[src/rtl/link_bond_round_robin_selector_top_macros.svh]
// Assertion macros shared by the link bond selector modules
`ifndef LINK_BOND_ROUND_ROBIN_SELECTOR_TOP_MACROS_SVH
`define LINK_BOND_ROUND_ROBIN_SELECTOR_TOP_MACROS_SVH

// Check that cond holds at every clock edge outside reset
`define LBRR_ASSERT_ALWAYS(label, cond, msg) \
	label: assert property (@(posedge clk) disable iff (!arst_n) (cond)) else $error(msg);

// Check that cons holds in the same cycle as ante
`define LBRR_ASSERT_SAME(label, ante, cons, msg) \
	label: assert property (@(posedge clk) disable iff (!arst_n) (ante) |-> (cons)) \
		else $error(msg);

// Check that cons holds in the cycle after ante
`define LBRR_ASSERT_NEXT(label, ante, cons, msg) \
	label: assert property (@(posedge clk) disable iff (!arst_n) (ante) |=> (cons)) \
		else $error(msg);

`endif

[src/rtl/lbrr_pkg.sv]
// Types and constants of the link bond round-robin selector
package lbrr_pkg;

	localparam int PORT_W   = 4;
	localparam int MASK_W   = 16;
	localparam int STATUS_W = 3;
	localparam int COUNT_W  = 4;
	localparam int FUNC_W   = 2;
	localparam int NUM_PORTS = 16;

	localparam logic [FUNC_W-1:0] FUNC_TX      = 2'd0;
	localparam logic [FUNC_W-1:0] FUNC_ENSLAVE = 2'd1;
	localparam logic [FUNC_W-1:0] FUNC_RELEASE = 2'd2;
	localparam logic [FUNC_W-1:0] FUNC_CLOSE   = 2'd3;

	localparam logic [STATUS_W-1:0] ST_OK          = 3'd0;
	localparam logic [STATUS_W-1:0] ST_NOT_RUNNING = 3'd1;
	localparam logic [STATUS_W-1:0] ST_BUSY        = 3'd2;
	localparam logic [STATUS_W-1:0] ST_FULL        = 3'd3;
	localparam logic [STATUS_W-1:0] ST_NO_MEMBERS  = 3'd4;
	localparam logic [STATUS_W-1:0] ST_NO_LINK     = 3'd5;
	localparam logic [STATUS_W-1:0] ST_REFUSED     = 3'd6;

	typedef struct packed {
		logic load_in;
		logic walk_init;
		logic walk_step;
		logic commit;
	} lbrr_cmd_t;

	typedef struct packed {
		logic walk_needed;
		logic finish;
	} lbrr_sts_t;

endpackage

[src/rtl/link_bond_round_robin_selector_top.sv]
// Top level of the link bond round-robin selector
//
// Channel  Dir  tdata                                        tuser
// s_       in   port[3:0] up[4] running[5] mask[21:6]        func[1:0]
// m_       out  status[2:0] out_port[6:3] sent[7] count[11:8] -
//
// One request at a time. Enslave, release, close and a transmit on an empty
// table commit from the execute state once the result slot is free.
// A transmit visits k table entries (1 to the member count), one a cycle, and
// commits from the walk state once it finds a live link or reaches the last entry.
// A result waiting on m_tready holds the final commit and so blocks the next one.
// Reset empties the table, clears all marks and the round-robin position.
module link_bond_round_robin_selector_top #(
	parameter int MAX_MEMBERS = 8
) (
	input  logic        clk,
	input  logic        arst_n,
	input  logic        s_tvalid,
	output logic        s_tready,
	input  logic [23:0] s_tdata,   // port, port_up, port_running, link_ok_mask, zero pad
	input  logic [1:0]  s_tuser,   // func
	output logic        m_tvalid,
	input  logic        m_tready,
	output logic [15:0] m_tdata    // status, out_port, sent, member_count, zero pad
);
	import lbrr_pkg::*;

	lbrr_cmd_t cmd;
	lbrr_sts_t sts;

	logic [STATUS_W-1:0] res_status;
	logic [PORT_W-1:0]   res_out_port;
	logic                res_sent;
	logic [COUNT_W-1:0]  res_member_count;

	lbrr_ctrl u_ctrl (
		.clk       (clk),
		.arst_n    (arst_n),
		.in_valid  (s_tvalid),
		.in_ready  (s_tready),
		.out_valid (m_tvalid),
		.out_ready (m_tready),
		.cmd       (cmd),
		.sts       (sts)
	);

	lbrr_dp #(
		.MAX_MEMBERS (MAX_MEMBERS)
	) u_dp (
		.clk              (clk),
		.arst_n           (arst_n),
		.cmd              (cmd),
		.sts              (sts),
		.in_func          (s_tuser),
		.in_port          (s_tdata[3:0]),
		.in_port_up       (s_tdata[4]),
		.in_port_running  (s_tdata[5]),
		.in_link_ok_mask  (s_tdata[21:6]),
		.res_status       (res_status),
		.res_out_port     (res_out_port),
		.res_sent         (res_sent),
		.res_member_count (res_member_count)
	);

	assign m_tdata = {4'b0000, res_member_count, res_sent, res_out_port, res_status};

endmodule

[src/rtl/lbrr_dp.sv]
// Datapath: request registers, member table, round-robin walk and result register
module lbrr_dp #(
	parameter int MAX_MEMBERS = 8
) (
	input  logic                                clk,
	input  logic                                arst_n,
	input  lbrr_pkg::lbrr_cmd_t                 cmd,
	output lbrr_pkg::lbrr_sts_t                 sts,
	input  logic [lbrr_pkg::FUNC_W-1:0]         in_func,
	input  logic [lbrr_pkg::PORT_W-1:0]         in_port,
	input  logic                                in_port_up,
	input  logic                                in_port_running,
	input  logic [lbrr_pkg::MASK_W-1:0]         in_link_ok_mask,
	output logic [lbrr_pkg::STATUS_W-1:0]       res_status,
	output logic [lbrr_pkg::PORT_W-1:0]         res_out_port,
	output logic                                res_sent,
	output logic [lbrr_pkg::COUNT_W-1:0]        res_member_count
);
	import lbrr_pkg::*;

	localparam int IDX_W = $clog2(MAX_MEMBERS);
	localparam int CNT_W = $clog2(MAX_MEMBERS + 1);

	logic [FUNC_W-1:0]   func_q;
	logic [PORT_W-1:0]   port_q;
	logic                up_q;
	logic                run_q;
	logic [MASK_W-1:0]   mask_q;

	logic [PORT_W-1:0]   table_q [MAX_MEMBERS];
	logic [CNT_W-1:0]    total_q;
	logic [IDX_W-1:0]    rr_q;
	logic [NUM_PORTS-1:0] marks_q;
	logic [IDX_W-1:0]    idx_q;
	logic [IDX_W-1:0]    cnt_q;

	logic [PORT_W-1:0]   cur_port;
	logic                hit;
	logic                last;
	logic [IDX_W-1:0]    idx_wrap;

	logic [STATUS_W-1:0] status_nxt;
	logic [PORT_W-1:0]   out_port_nxt;
	logic                sent_nxt;
	logic [CNT_W-1:0]    total_nxt;
	logic [IDX_W-1:0]    rr_nxt;
	logic [NUM_PORTS-1:0] marks_nxt;
	logic                tbl_we;

	assign cur_port = table_q[idx_q];
	assign hit      = mask_q[cur_port];
	assign last     = (CNT_W'(cnt_q) == total_q - CNT_W'(1));
	assign idx_wrap = (CNT_W'(idx_q) == total_q - CNT_W'(1)) ? '0 : idx_q + IDX_W'(1);

	assign sts.walk_needed = (func_q == FUNC_TX) && (total_q != '0);
	assign sts.finish      = hit || last;

	always_comb begin
		status_nxt   = ST_OK;
		out_port_nxt = '0;
		sent_nxt     = 1'b0;
		total_nxt    = total_q;
		rr_nxt       = rr_q;
		marks_nxt    = marks_q;
		tbl_we       = 1'b0;
		case (func_q)
			FUNC_TX: begin
				if (total_q == '0) begin
					status_nxt = ST_NO_MEMBERS;
				end else if (hit) begin
					out_port_nxt = cur_port;
					sent_nxt     = 1'b1;
					rr_nxt       = idx_wrap;
				end else begin
					status_nxt = ST_NO_LINK;
				end
			end
			FUNC_ENSLAVE: begin
				if (int'(port_q) >= NUM_PORTS || !up_q || !run_q) begin
					status_nxt = ST_NOT_RUNNING;
				end else if (marks_q[port_q]) begin
					status_nxt = ST_BUSY;
				end else if (total_q >= CNT_W'(MAX_MEMBERS)) begin
					status_nxt = ST_FULL;
				end else begin
					if (total_q == '0) begin
						rr_nxt = '0;
					end
					tbl_we            = 1'b1;
					total_nxt         = total_q + CNT_W'(1);
					marks_nxt[port_q] = 1'b1;
				end
			end
			FUNC_RELEASE: begin
				status_nxt = ST_REFUSED;
			end
			default: begin
				total_nxt = '0;
				rr_nxt    = '0;
				marks_nxt = '0;
			end
		endcase
	end

	// hold the request
	always_ff @(posedge clk) begin
		if (cmd.load_in) begin
			func_q <= in_func;
			port_q <= in_port;
			up_q   <= in_port_up;
			run_q  <= in_port_running;
			mask_q <= in_link_ok_mask;
		end
	end

	// append to the member table
	always_ff @(posedge clk) begin
		if (cmd.commit && tbl_we) begin
			table_q[total_q[IDX_W-1:0]] <= port_q;
		end
	end

	// advance the walk
	always_ff @(posedge clk) begin
		if (cmd.walk_init) begin
			idx_q <= rr_q;
			cnt_q <= '0;
		end else if (cmd.walk_step) begin
			idx_q <= idx_wrap;
			cnt_q <= cnt_q + IDX_W'(1);
		end
	end

	always_ff @(posedge clk or negedge arst_n) begin
		if (!arst_n) begin
			total_q <= '0;
			rr_q    <= '0;
			marks_q <= '0;
		end else if (cmd.commit) begin
			total_q <= total_nxt;
			rr_q    <= rr_nxt;
			marks_q <= marks_nxt;
		end
	end

	always_ff @(posedge clk) begin
		if (cmd.commit) begin
			res_status       <= status_nxt;
			res_out_port     <= out_port_nxt;
			res_sent         <= sent_nxt;
			res_member_count <= COUNT_W'(total_nxt);
		end
	end

	`include "link_bond_round_robin_selector_top_macros.svh"

	`LBRR_ASSERT_ALWAYS(a_total_bound, total_q <= CNT_W'(MAX_MEMBERS), "member total over limit")
	`LBRR_ASSERT_ALWAYS(a_marks_match, $countones(marks_q) == int'(total_q), "marks disagree with total")
	`LBRR_ASSERT_SAME(a_walk_in_range, cmd.walk_step, CNT_W'(idx_q) < total_q, "walk index out of table")

endmodule

[src/rtl/lbrr_ctrl.sv]
// Controller: request sequencing, walk control and result valid flag
module lbrr_ctrl (
	input  logic                 clk,
	input  logic                 arst_n,
	input  logic                 in_valid,
	output logic                 in_ready,
	output logic                 out_valid,
	input  logic                 out_ready,
	output lbrr_pkg::lbrr_cmd_t  cmd,
	input  lbrr_pkg::lbrr_sts_t  sts
);
	import lbrr_pkg::*;

	localparam logic [1:0] S_IDLE = 2'd0;
	localparam logic [1:0] S_EXEC = 2'd1;
	localparam logic [1:0] S_WALK = 2'd2;

	logic [1:0] state_q;
	logic [1:0] state_nxt;
	logic       out_valid_q;
	logic       slot_free;

	assign slot_free = !out_valid_q || out_ready;
	assign in_ready  = (state_q == S_IDLE);
	assign out_valid = out_valid_q;

	always_comb begin
		state_nxt     = state_q;
		cmd.load_in   = 1'b0;
		cmd.walk_init = 1'b0;
		cmd.walk_step = 1'b0;
		cmd.commit    = 1'b0;
		case (state_q)
			S_IDLE: begin
				if (in_valid) begin
					cmd.load_in = 1'b1;
					state_nxt   = S_EXEC;
				end
			end
			S_EXEC: begin
				if (sts.walk_needed) begin
					cmd.walk_init = 1'b1;
					state_nxt     = S_WALK;
				end else if (slot_free) begin
					cmd.commit = 1'b1;
					state_nxt  = S_IDLE;
				end
			end
			S_WALK: begin
				if (!sts.finish) begin
					cmd.walk_step = 1'b1;
				end else if (slot_free) begin
					cmd.commit = 1'b1;
					state_nxt  = S_IDLE;
				end
			end
			default: begin
				state_nxt = S_IDLE;
			end
		endcase
	end

	always_ff @(posedge clk or negedge arst_n) begin
		if (!arst_n) begin
			state_q     <= S_IDLE;
			out_valid_q <= 1'b0;
		end else begin
			state_q <= state_nxt;
			if (cmd.commit) begin
				out_valid_q <= 1'b1;
			end else if (out_ready) begin
				out_valid_q <= 1'b0;
			end
		end
	end

	`include "link_bond_round_robin_selector_top_macros.svh"

	`LBRR_ASSERT_SAME(a_commit_slot, cmd.commit, slot_free, "result overwritten before taken")
	`LBRR_ASSERT_NEXT(a_commit_valid, cmd.commit, out_valid_q, "result lost after commit")
	`LBRR_ASSERT_NEXT(a_accept_busy, in_valid && in_ready, state_q == S_EXEC, "request not taken up")

endmodule

[config.mk]
export PLATFORM = sky130hd
export DESIGN_NAME = link_bond_round_robin_selector_top
export DESIGN_NICKNAME = d
export VERILOG_FILES = /design/src/rtl/lbrr_pkg.sv /design/src/rtl/link_bond_round_robin_selector_top.sv /design/src/rtl/lbrr_dp.sv /design/src/rtl/lbrr_ctrl.sv
export VERILOG_INCLUDE_DIRS = /design/src /design/src/rtl
export SDC_FILE = /design/constraint.sdc
export NUM_CORES = 1
export LEC_CHECK = 0
export ABC_AREA = 1
export BUFFER_PORTS_ARGS = -buffer_cell sky130_fd_sc_hd__buf_2
export CORE_UTILIZATION = 59
export DETAILED_ROUTE_END_ITERATION = 10
export PLACE_DENSITY = 0.79
export RECOVER_POWER = 50
export SETUP_SLACK_MARGIN = 0.5
export SKIP_CTS_REPAIR_TIMING = 1
export SLEW_MARGIN = 30
export SYNTH_ARGS = -nofsm -noshare
export SYNTH_HDL_FRONTEND = slang
export SYNTH_SLANG_ARGS = --single-unit
[constraint.sdc]
create_clock -name clk -period 2.5 [get_ports clk]
set_input_delay 0.125 -clock clk [delete_from_list [all_inputs] [get_ports clk]]
set_output_delay 0.125 -clock clk [all_outputs]
set_load 0.01 [all_outputs]
==> flow_summary_export.csv <==
group,metric,value,unit
synth,synthXorXnorAreaFrac,1.71,%
placed_design,port-buffer-count,41,
sta,grt_setup_unrepaired,"true",
global_routing,global_route_wire_length_before_repair,17800,um
die,core.rowCount,33,
sta,drv_slew,27,
synth,yosys.area.top_type_share,41.5,%
global_routing,grt_start_max_net_pins,27,
worst_setup_path,cp_cell_sequence,"inv_2, ha_4, inv_2, nor2_2, inv_1, nand2_2, xnor2_1, nand4_1, nand3_4, nand2_4, nand2_4, nand4_1, nor2_1, buf_4",
worst_setup_path,critPathCaptureType,"register",
die,fp.coreArea,0.00834,mm2
die,ioPinCount,48,
finish,finalNetCount,697,
route,postRouteWirelength,15200,um
clock_tree,root_buffer,"sky130_fd_sc_hd__clkbuf_8",
synth,ys_seq_area_share,56.5,%
die,die_w,95.3,um
sta,finalSetupViolCount,51,
sta,finalClockSkew,17.6,ps
synth,netlist_area_pre_place,0.00514,mm2
finish,num_antenna_cells,0,
synth,synth_top_family_by_area,"simple AND/OR/NAND/NOR gates",
clock_tree,clk_pin_slew,100,ps
route,drt_iter0_markers,490,
route,drt_first_pass_iters,6,
sta,layout_setup_ws,-149,ps
finish,mostFrequentLayoutCell,"sky130_fd_sc_hd__nand2_1",
route,ant_nets,0,
worst_setup_path,crit_path_top_delay_cell,"sky130_fd_sc_hd__dfrtp_1",
worst_setup_path,worstSetupStartpointType,"register",
placed_design,pre_cts_ws,24.1,ps
clock_tree,numCtsBuffers,9,
clock_tree,cts_tree,"done",
synth,yosysTopAreaCell,"sky130_fd_sc_hd__edfxtp_1",
die,dieArea,0.00908,mm2
synth,synth_adder_area_share,1.95,%
synth,synth.distinct_cells,41,
synth,synth_compound_area_share,6.67,%
placed_design,detailed_place_hpwl,7860,um
synth,synthSimpleGateAreaFrac,26.1,%
global_routing,globalRouteTotalUtil,26.1,%
clock_tree,clkSinkCount,103,
power_and_ir_drop,report.power.total,7.74,mW
synth,netlist_instances,536,
synth,main_area_contributors_after_synthesis,"sky130_fd_sc_hd__edfxtp_1 (42%), sky130_fd_sc_hd__dfrtp_1 (13%), sky130_fd_sc_hd__nand2_1 (10%)",
sta,min_period,2650,ps
synth,synth.area.mux_share,0,%
clock_tree,ctsHtreeMaxLevel,3,
clock_tree,clk_latency,370,ps
die,die-height,95.3,um
synth,yosys_register_bits,103,
clock_tree,clock_path_buffers,2,
sta,maximum_clock_rate,378,MHz
finish,most-common-layout-cells,"sky130_fd_sc_hd__nand2_1 (102), sky130_fd_sc_hd__edfxtp_1 (71), sky130_fd_sc_hd__inv_1 (43), sky130_fd_sc_hd__nor2_1 (40), sky130_fd_sc_hd__buf_4 (39)",
route,dr_wl_cell,19.8,um
worst_setup_path,critical_path_peak_fanout,4,
global_routing,antenna_found_initial,0,
placed_design,place_congestion,0.909,
global_routing,grt_pass1_vias,3877,
worst_setup_path,worstPathArrival,2740,ps
power_and_ir_drop,ir_drop,0.000737,V
worst_setup_path,crit_type,"reg -> reg",
worst_setup_path,cpLargestDelayFamily,"simple AND/OR/NAND/NOR gates",
global_routing,globalRouteOverflowTotal,0,
worst_hold_path,hold_class,"in -> reg",
synth,postSynthAreaPerCell,9.58,um2
status,violations,"max-capacitance violations, max-slew violations, negative setup slack",
finish,drive_gt1_share,34.2,%
route,vias_per_cell,6.15,
route,num_vias,4727,
worst_setup_path,critPathBufInv,4,
status,run_status,"complete, but fails checks",
flow_run,maxCapViolations,1,
sta,timing.slew.headroom,-3.01,%
synth,synth.yosys.warnings,0,
die,start_util,61.6,%
power_and_ir_drop,static_leakage,2.99,nW
sta,final_min_period_over_clock_period,106,%
sta,worst_pin_slew,1550,ps
sta,timing.final.hold_violations,0,
worst_setup_path,crit_required,2590,ps
worst_setup_path,crit_path_max_incr_delay,420,ps
route,drc_errors,0,
power_and_ir_drop,power.density_cell_area,1130,mW/mm2
finish,areaGrowthSynthToFinish,33.4,%
[cell type report]
cell class	count	area (um2)
Clock inverter	6	51.3
Timing Repair inverter	1	8.76
Inverter	55	234
Tap cell	105	131
Multi-Input combinational cell	365	2410
Fill cell	426	1490
Timing Repair Buffer	124	981
Sequential cell	103	2910
Clock buffer	9	124
[kinds of logic after synthesis]
logic type                 after synthesis
xor gates and xnor gates                10
AOI/OAI and AO/OA                       59
adders and majority gates                8
buffers and inverters                   73
other                                    1
DFF                                    103
and+or+nand+nor                        282
[worst register-to-register path, delay by kind of cell, from the launching register on]
| family | cells | cell delay (ps) |
|---|---|---|
| fa+ha+maj | 1 | 170 |
| flops | 1 | 420 |
| simple gates | 8 | 1120 |
| buf+inv | 4 | 470 |
| xor+xnor | 1 | 190 |
[state kept, by name, indices dropped and copies added (netlist names), named ones only]
signal                 count
u_ctrl.out_valid           1
u_dp.rr_q                  3
u_dp.res_sent              1
u_dp.total_q               4
u_dp.cnt_q                 3
u_dp.idx_q                 3
u_dp.table_q              32
u_dp.port_q                4
u_dp.res_status            3
u_dp.res_out_port          4
u_dp.run_q                 1
u_dp.up_q                  1
u_dp.mask_q               16
u_ctrl.state_q             2
u_dp.res_member_count      4
u_dp.func_q                2
u_dp.marks_q              16
[Yosys cell counts]
| cell type | count |
|---|---|
| sky130_fd_sc_hd__nand3_4 | 4 |
| sky130_fd_sc_hd__nand3b_1 | 3 |
| sky130_fd_sc_hd__buf_8 | 1 |
| sky130_fd_sc_hd__o21ai_0 | 18 |
| sky130_fd_sc_hd__nor3_1 | 2 |
| sky130_fd_sc_hd__xor2_1 | 9 |
| sky130_fd_sc_hd__o211ai_1 | 2 |
| sky130_fd_sc_hd__inv_2 | 5 |
| sky130_fd_sc_hd__a22oi_1 | 8 |
| sky130_fd_sc_hd__edfxtp_1 | 71 |
| sky130_fd_sc_hd__inv_1 | 48 |
| sky130_fd_sc_hd__and2_1 | 1 |
| sky130_fd_sc_hd__nand3_1 | 35 |
| sky130_fd_sc_hd__nor2_2 | 5 |
| sky130_fd_sc_hd__a21oi_1 | 24 |
| sky130_fd_sc_hd__a32o_1 | 2 |
| sky130_fd_sc_hd__clkbuf_1 | 4 |
| sky130_fd_sc_hd__inv_6 | 1 |
| sky130_fd_sc_hd__nand2_4 | 3 |
| sky130_fd_sc_hd__buf_6 | 3 |
| sky130_fd_sc_hd__buf_1 | 1 |
| sky130_fd_sc_hd__nand2_2 | 17 |
| sky130_fd_sc_hd__ha_1 | 8 |
| sky130_fd_sc_hd__o21ai_1 | 1 |
| sky130_fd_sc_hd__a31oi_1 | 1 |
| sky130_fd_sc_hd__clkinv_1 | 1 |
| sky130_fd_sc_hd__nand2_1 | 139 |
| sky130_fd_sc_hd__nand3_2 | 3 |
| sky130_fd_sc_hd__buf_4 | 7 |
| sky130_fd_sc_hd__a21oi_2 | 1 |
| sky130_fd_sc_hd__nand4_1 | 22 |
| sky130_fd_sc_hd__a21boi_2 | 1 |
| sky130_fd_sc_hd__buf_2 | 1 |
| sky130_fd_sc_hd__buf_12 | 1 |
| sky130_fd_sc_hd__nor2_1 | 47 |
| sky130_fd_sc_hd__o22ai_1 | 1 |
| sky130_fd_sc_hd__dfxtp_1 | 6 |
| sky130_fd_sc_hd__conb_1 | 1 |
| sky130_fd_sc_hd__xnor2_1 | 1 |
| sky130_fd_sc_hd__nand4_4 | 1 |
| sky130_fd_sc_hd__dfrtp_1 | 26 |
[stage by stage]
| step | cells | hold slack [ps] | utilization (%) | cell area (um2) | setup TNS [ps] |
|---|---|---|---|---|---|
| after global routing | 768 | 117 | 82.1 | 6850 | -9190 |
| final | 768 | 113 | 82.1 | 6850 | -5040 |
| after floorplan | 539 | -171 | - | 5190 | 0 |
| after global placement | 699 | 164 | 67.6 | 5640 | 0 |
| after detailed placement | 699 | 177 | 67.6 | 5640 | 0 |
| after CTS | 714 | -222 | 69.7 | 5810 | 0 |
[power breakdown]
part / switching [mW] / internal [mW]
clock network: 0.607 / 0.375
logic: 2.60 / 1.62
registers: 0.292 / 2.24
[final timing paths]
check	startpoint	depth (start not counted)	slack (ps)	endpoint
max reg2reg	u_dp.total_q[1]	14	-150	u_dp.table_q[3][3]
max in group asynchronous	arst_n	2	940	u_ctrl.state_q[0]
min	m_tready	4	110	u_ctrl.out_valid
min reg2reg	u_dp.rr_q[0]	2	500	u_dp.rr_q[0]
min in group asynchronous	arst_n	2	670	u_dp.marks_q[15]
max	u_dp.total_q[1]	14	-150	u_dp.table_q[3][3]
[per-layer routing]
metal / vias to the layer above / part of all wire (%) / track usage [%]
li1: 2046 / - / -
met1: 2247 / 36 / 32.7
met2: 359 / 51 / 45.2
met3: 75 / 8.5 / 4.86
met4: 0 / 4.7 / 8.84
met5: - / 0 / 0
Power figures use the tool's default switching activity.
